--- config.mk ---
export PLATFORM = sky130hd
export DESIGN_NAME = button_click_double_long_classifier
export DESIGN_NICKNAME = d
export VERILOG_FILES = /design/src/hdl/bcdl_pkg.sv /design/src/hdl/bcdl_core.sv /design/src/hdl/button_click_double_long_classifier.sv
export SDC_FILE = /design/constraint.sdc
export NUM_CORES = 1
export LEC_CHECK = 0
export ABC_AREA = 1
export BUFFER_PORTS_ARGS = -buffer_cell sky130_fd_sc_hd__buf_2
export CAP_MARGIN = 20
export CORE_MARGIN = 2
export CORE_UTILIZATION = 45
export CTS_BUF_LIST = sky130_fd_sc_hd__clkbuf_4
export DETAILED_ROUTE_END_ITERATION = 12
export SYNTH_ARGS = -nofsm -noshare
export SYNTH_HDL_FRONTEND = slang
export SYNTH_SLANG_ARGS = --single-unit
--- constraint.sdc ---
create_clock -name clk -period 3.35 [get_ports clk]
set_input_delay 0.67 -clock clk [delete_from_list [all_inputs] [get_ports clk]]
set_output_delay 0.67 -clock clk [all_outputs]
set_load 0.03 [all_outputs]
--- src/hdl/bcdl_pkg.sv ---
// ----------------------------------------------------------------------------
// bcdl_pkg
// Shared widths, register indexes and gesture codes for the button gesture
// classifier.
// ----------------------------------------------------------------------------
package bcdl_pkg;

    localparam int LIMIT_W   = 16;
    localparam int GESTURE_W = 3;
    localparam int CFG_IDX_W = 1;

    typedef logic [LIMIT_W-1:0]   limit_t;
    typedef logic [GESTURE_W-1:0] gesture_t;
    typedef logic [CFG_IDX_W-1:0] cfg_idx_t;

    // register indexes on the configuration port
    localparam cfg_idx_t CFG_LONG_LIMIT = 1'd0;
    localparam cfg_idx_t CFG_GAP_LIMIT  = 1'd1;

    localparam limit_t LONG_LIMIT_RST = 16'd400;
    localparam limit_t GAP_LIMIT_RST  = 16'd100;

    // gesture codes
    localparam gesture_t GEST_NONE   = 3'd0;
    localparam gesture_t GEST_CLICK  = 3'd1;
    localparam gesture_t GEST_DOUBLE = 3'd2;
    localparam gesture_t GEST_LONG1  = 3'd3;
    localparam gesture_t GEST_LONG2  = 3'd4;

endpackage

--- src/hdl/bcdl_core.sv ---
// ----------------------------------------------------------------------------
// bcdl_core
// Gesture state machine and saturating tick counter. Advances one step for
// each accepted button sample; gesture reflects the current phase.
// ----------------------------------------------------------------------------
module bcdl_core #(
    parameter int COUNT_WIDTH = 16
) (
    input  logic              clk,
    input  logic              rst_n,
    input  logic              step,
    input  logic              pressed,
    input  bcdl_pkg::limit_t  long_limit,
    input  bcdl_pkg::limit_t  gap_limit,
    output bcdl_pkg::gesture_t gesture
);
    import bcdl_pkg::*;

    localparam int CMP_W = (COUNT_WIDTH > LIMIT_W) ? COUNT_WIDTH : LIMIT_W;

    typedef enum logic [3:0] {
        PH_IDLE    = 4'd0,
        PH_PRESS1  = 4'd1,
        PH_GAP1    = 4'd2,
        PH_PRESS2  = 4'd3,
        PH_GAP2    = 4'd4,
        PH_WAIT    = 4'd5,
        PH_REP_CLK = 4'd6,
        PH_REP_DBL = 4'd7,
        PH_REP_L1  = 4'd8,
        PH_REP_L2  = 4'd9
    } phase_t;

    typedef logic [COUNT_WIDTH-1:0] count_t;

    phase_t phase_reg, phase_next;
    count_t count_reg, count_next;
    count_t count_inc;
    logic   over_long;
    logic   over_gap;

    // saturate at all ones
    assign count_inc = (count_reg == '1) ? count_reg : count_reg + 1'b1;
    assign over_long = CMP_W'(count_inc) > CMP_W'(long_limit);
    assign over_gap  = CMP_W'(count_inc) > CMP_W'(gap_limit);

    always_comb
    begin
        phase_next = phase_reg;
        count_next = count_reg;
        unique case (phase_reg)
            PH_IDLE:
            begin
                if (pressed)
                begin
                    phase_next = PH_PRESS1;
                    count_next = '0;
                end
            end
            PH_PRESS1:
            begin
                // release clears the count, so the long test cannot fire then
                if (!pressed)
                begin
                    count_next = '0;
                    phase_next = PH_GAP1;
                end
                else
                begin
                    count_next = count_inc;
                    if (over_long)
                        phase_next = PH_REP_L1;
                end
            end
            PH_GAP1:
            begin
                count_next = count_inc;
                // timeout beats a new press on the same tick
                if (over_gap)
                    phase_next = PH_REP_CLK;
                else if (pressed)
                    phase_next = PH_PRESS2;
            end
            PH_PRESS2:
            begin
                if (!pressed)
                begin
                    count_next = '0;
                    phase_next = PH_GAP2;
                end
                else
                begin
                    count_next = count_inc;
                    if (over_long)
                        phase_next = PH_REP_L2;
                end
            end
            PH_GAP2:
            begin
                count_next = count_inc;
                if (over_gap)
                    phase_next = PH_REP_DBL;
            end
            PH_REP_CLK, PH_REP_DBL, PH_REP_L1, PH_REP_L2:
                phase_next = PH_WAIT;
            PH_WAIT:
            begin
                if (!pressed)
                    phase_next = PH_IDLE;
            end
            default:
                phase_next = PH_IDLE;
        endcase
    end

    always_comb
    begin
        unique case (phase_reg)
            PH_REP_CLK: gesture = GEST_CLICK;
            PH_REP_DBL: gesture = GEST_DOUBLE;
            PH_REP_L1:  gesture = GEST_LONG1;
            PH_REP_L2:  gesture = GEST_LONG2;
            default:    gesture = GEST_NONE;
        endcase
    end

    always_ff @(posedge clk or negedge rst_n)
    begin
        if (!rst_n)
        begin
            phase_reg <= PH_IDLE;
            count_reg <= '0;
        end
        else if (step)
        begin
            phase_reg <= phase_next;
            count_reg <= count_next;
        end
    end

endmodule

--- src/hdl/button_click_double_long_classifier.sv ---
// ----------------------------------------------------------------------------
// button_click_double_long_classifier
// Classifies a stream of sampled button levels into click, double click,
// long press and long second press gestures, one code per sample.
// ----------------------------------------------------------------------------
//  channel   dir  handshake           payload
//  s_*       in   tvalid/tready       tdata[0] pressed
//  m_*       out  tvalid/tready       tdata[2:0] gesture
//  cfg_*     in   cfg_we              cfg_addr index, cfg_wdata value
//
//  One sample per cycle if s_tready is high; its word is valid the next cycle.
//  The output register holds a word until taken; s_tready is high whenever
//  that register is empty or being drained in the same cycle.
//  Reset clears the phase, the tick counter, the output valid and loads the
//  limit registers with 400 and 100.
// ----------------------------------------------------------------------------
module button_click_double_long_classifier #(
    parameter int COUNT_WIDTH = 16
) (
    input  logic                      clk,
    input  logic                      rst_n,
    input  logic                      s_tvalid,
    output logic                      s_tready,
    input  logic [7:0]                s_tdata,   // [0] pressed
    output logic                      m_tvalid,
    input  logic                      m_tready,
    output logic [7:0]                m_tdata,   // [2:0] gesture
    input  logic                      cfg_we,
    input  bcdl_pkg::cfg_idx_t        cfg_addr,
    input  bcdl_pkg::limit_t          cfg_wdata
);
    import bcdl_pkg::*;

    limit_t   long_limit_reg;
    limit_t   gap_limit_reg;
    logic     out_valid_reg, out_valid_next;
    gesture_t gesture_reg;
    gesture_t core_gesture;
    logic     step;

    assign s_tready = !out_valid_reg || m_tready;
    assign step     = s_tvalid && s_tready;

    bcdl_core #(
        .COUNT_WIDTH (COUNT_WIDTH)
    ) u_core (
        .clk        (clk),
        .rst_n      (rst_n),
        .step       (step),
        .pressed    (s_tdata[0]),
        .long_limit (long_limit_reg),
        .gap_limit  (gap_limit_reg),
        .gesture    (core_gesture)
    );

    always_ff @(posedge clk or negedge rst_n)
    begin
        if (!rst_n)
        begin
            long_limit_reg <= LONG_LIMIT_RST;
            gap_limit_reg  <= GAP_LIMIT_RST;
        end
        else if (cfg_we)
        begin
            unique case (cfg_addr)
                CFG_LONG_LIMIT: long_limit_reg <= cfg_wdata;
                CFG_GAP_LIMIT:  gap_limit_reg  <= cfg_wdata;
                default: ;
            endcase
        end
    end

    always_comb
    begin
        out_valid_next = out_valid_reg;
        if (step)
            out_valid_next = 1'b1;
        else if (m_tready)
            out_valid_next = 1'b0;
    end

    always_ff @(posedge clk or negedge rst_n)
    begin
        if (!rst_n)
            out_valid_reg <= 1'b0;
        else
            out_valid_reg <= out_valid_next;
    end

    // load the word for the accepted sample
    always_ff @(posedge clk)
    begin
        if (step)
            gesture_reg <= core_gesture;
    end

    assign m_tvalid = out_valid_reg;
    assign m_tdata  = {{(8 - GESTURE_W){1'b0}}, gesture_reg};

`ifndef ASSERT_OFF
    a_accept_gives_word: assert property (@(posedge clk) disable iff (!rst_n)
        step |=> m_tvalid)
        else $error("accepted sample did not produce an output word");

    a_report_once: assert property (@(posedge clk) disable iff (!rst_n)
        (step && core_gesture != GEST_NONE) |=> core_gesture == GEST_NONE)
        else $error("gesture reported on two consecutive samples");

    a_gesture_range: assert property (@(posedge clk) disable iff (!rst_n)
        m_tvalid |-> (gesture_reg == GEST_NONE || gesture_reg == GEST_CLICK
            || gesture_reg == GEST_DOUBLE || gesture_reg == GEST_LONG1
            || gesture_reg == GEST_LONG2))
        else $error("gesture code out of range");
`endif

endmodule
==> results.py <==
metrics = {
    "synthesis": {
        "synthDominantCellAreaShare_pct": 32.40,
        "synth_area_leaders": "dfrtp_1, inv_1, ha_1, nand2_1, o21ai_0",
        "syn_area_mm2": 0.003630,
        "synth.largest_area_cell": "dfrtp_1",
        "syn_avg_cell_area_um2": 7.484,
        "async_flop_share_pct": 94.64,
        "synth-edff-count": 3,
        "ys.flop_type": "dfrtp_1",
        "ys_seq_elements": 56,
        "synth-seq-area-share_pct": 39.23,
        "syn_inst": 485,
        "synth_warnings": 0,
        "synth.distinct_cells": 38,
    },
    "layout": {
        "nets": 593,
        "diodes": 0,
        "final_cells": 635,
        "final_util_pct": 55.90,
        "drive_gt1_share_pct": 22.14,
        "area_delta_synth_final_pct": 19.61,
    },
    "routing": {
        "wl_per_cell_um": 12.30,
        "final_antenna_net_count": 0,
        "drt-initial-drc-count": 133,
        "remaining_drc_errors": 0,
        "viasPerCell": 4.825,
        "wirelength_um": 7809,
        "vias": 3064,
        "firstDrtPassIters": 4,
    },
    "global_routing": {
        "antenna_found_initial": 0,
        "grt_pass1_wl_um": 13080,
        "grt_use_total_pct": 18.45,
        "grt_pass1_vias": 2920,
        "grt_max_degree": 33,
        "overflow": 0,
    },
    "sta": {
        "timing.slew.headroom_pct": 37.40,
        "hold_violations": 0,
        "fin_tns_setup_ps": 0,
        "fmax_mhz": 302.9,
        "drv_slew": 0,
        "period_needed_ps": 3301,
        "finalCritPeriodShare_pct": 98.53,
        "tightest_slew_ps": 936.7,
        "fin_ws_ps": 49.11,
        "rsz0062_at_grt": "yes",
        "setup_viol": 0,
        "clock_skew_ps": 11.12,
    },
    "clock_tree": {
        "cts_buffers": 5,
        "clkSinkCount": 56,
        "htree_num_levels": 2,
        "clkSlewWorstSetupHoldPaths_ps": 160,
        "ctsLongestPathBuffers": 2,
        "cts_root_buf": "clkbuf_4",
        "clk-insertion-delay-late_ps": 380,
        "cts_tree": "yes",
    },
    "die": {
        "die_area_mm2": 0.008800,
        "initial_core_util_pct": 46.73,
        "die_y_um": 93.81,
        "die_w_um": 93.81,
        "placement_rows": 32,
        "core-area_mm2": 0.007767,
        "pin_count": 40,
    },
    "worst_setup_path": {
        "path_class": "reg -> reg",
        "worst_setup_path_end_kind": "flop",
        "worstPathMaxFanout": 4,
        "crit_arrival_ps": 3580,
        "crit_path_start_kind": "flop",
        "worst_ep_required_time_ps": 3630,
    },
    "placed_design": {
        "place_inst": 625,
        "io_buffer_count": 27,
        "globalplace.congestion": 0.8164,
        "dp_slack_ps": -99.31,
        "dpl.hpwl_um": 5803,
    },
    "power_and_ir_drop": {
        "p_leak_uw": 0.002259,
        "ir_drop_v": 0.0002503,
        "power_density_mw_per_mm2": 461.2,
        "fin_total_pwr_uw": 2003,
    },
    "outcome": {
        "status": "complete, no violations",
    },
    "run": {
        "max_cap_violations": 0,
    },
    "worst_hold_path": {
        "hold_class": "in -> async",
    },
}
[what timing repair did]
action / 4_1_cts / 5_1_grt
setup buffers: 2 / 0
endpoints found under the setup margin: 4 / 4
resized for setup: 15 / 35
pin swaps: 8 / 21
hold buffers: 0 / 0
[area by class of cell]
cell class,count,area [um2]
fill,745,3426
multi-input combinational,305,1971
sequential,56,1424
inverter,115,431.7
timing repair buffer,49,307.8
tap,102,127.6
clock buffer,6,45.04
clock inverter,2,35.03
[report_power, final]
group	internal, uW	leakage, uW	switching, uW
registers	780	0.000700	72.9
clock network	165	0.0000456	219
logic	274	0.00151	491
total	1220	0.00226	784
[synth_stat cells (all sizes together) (6+ instances only)]
cell	count
nand2	108
dfstp	6
nor3	9
a21oi	15
clkbuf	6
xor2	6
nor2	31
ha	31
o21ai	45
inv	115
buf	7
dfrtp	47
nand3	21
o22ai	16
[through the flow]
stage | hold WS [ps] | cell area, um2
6_report | 274.2 | 4342
5_1_grt | 295.5 | 4342
4_1_cts | 293.4 | 4164
3_5_place_dp | 472.9 | 3993
3_3_place_gp | 469.8 | 3981
2_1_floorplan | 374.4 | 3645
[cells by family after synthesis]
logic type / after synthesis / share of synthesized area, %
other: 1 / 0.1033
AND/OR/NAND/NOR: 177 / 21.13
AO/OA/AOI/OAI: 86 / 13.62
flip-flops: 56 / 39.23
buffers and inverters: 128 / 13.79
XOR/XNOR: 6 / 1.448
adder cells (fa/ha/maj): 31 / 10.69
[layout by cell type, fill, tap and decap left out, types with 3 or more instances in the layout]
| cell | n |
|---|---|
| inv_1 | 109 |
| nand2_1 | 94 |
| dfrtp_1 | 47 |
| o21ai_0 | 43 |
| buf_2 | 27 |
| ha_1 | 26 |
| nor2_1 | 21 |
| buf_4 | 20 |
| o22ai_1 | 16 |
| nand3_1 | 14 |
| a21oi_1 | 13 |
| nand2_2 | 8 |
| nand2_4 | 6 |
| inv_2 | 6 |
| nor3_1 | 6 |
| nand3_2 | 6 |
| clkbuf_4 | 6 |
| dfstp_2 | 6 |
| nor2_4 | 5 |
| nand4_1 | 5 |
| nor2_2 | 5 |
| ha_4 | 5 |
| conb_1 | 5 |
| xor2_2 | 3 |
| nor3_2 | 3 |
| edfxtp_1 | 3 |
[worst paths after layout]
kind | startpoint | slack (ps) | end | depth (start not counted)
max in group asynchronous | rst_n | 2370 | long_limit_reg[8]$_DFFE_PN1P_ | 2
max | u_core.count_reg[1]$_DFFE_PN0P_ | 50 | u_core.phase_reg[1]$_DFFE_PN0P_ | 25
min in group clk | s_tvalid | 490 | m_tvalid$_DFFE_PN0P_ | 3
min reg2reg | long_limit_reg[4]$_DFFE_PN1P_ | 500 | long_limit_reg[4]$_DFFE_PN1P_ | 2
min | rst_n | 270 | u_core.count_reg[9]$_DFFE_PN0P_ | 1
max reg2reg | u_core.count_reg[1]$_DFFE_PN0P_ | 50 | u_core.phase_reg[1]$_DFFE_PN0P_ | 25
[metal layers]
layer	routed length, um	vias up	track usage [%]
li1	-	1614	-
met1	3940	1396	26.83
met2	3584	46	29.76
met3	209	8	2.970
met4	76	0	2.536
met5	0	-	0
[critical path, stage by stage (launching register included)]
cell     delay (ps)
dfrtp_1         440
ha_4            190
nand2_4          60
nor2_4           40
nand2_2          90
nor2_4           40
inv_2            60
nand2_2          50
nor2_1          100
nand3_1         120
nor2_2          160
buf_6           130
xor2_4          170
inv_2            80
ha_4            270
nand2_1          80
nor2_4          100
nand4_1         170
nor3_2          210
nand4_1         200
nand2_4         150
nand2_4          70
inv_2            70
nor2_4           50
nand3_1          60
nand2_1          50
Power figures use the tool's default switching activity.
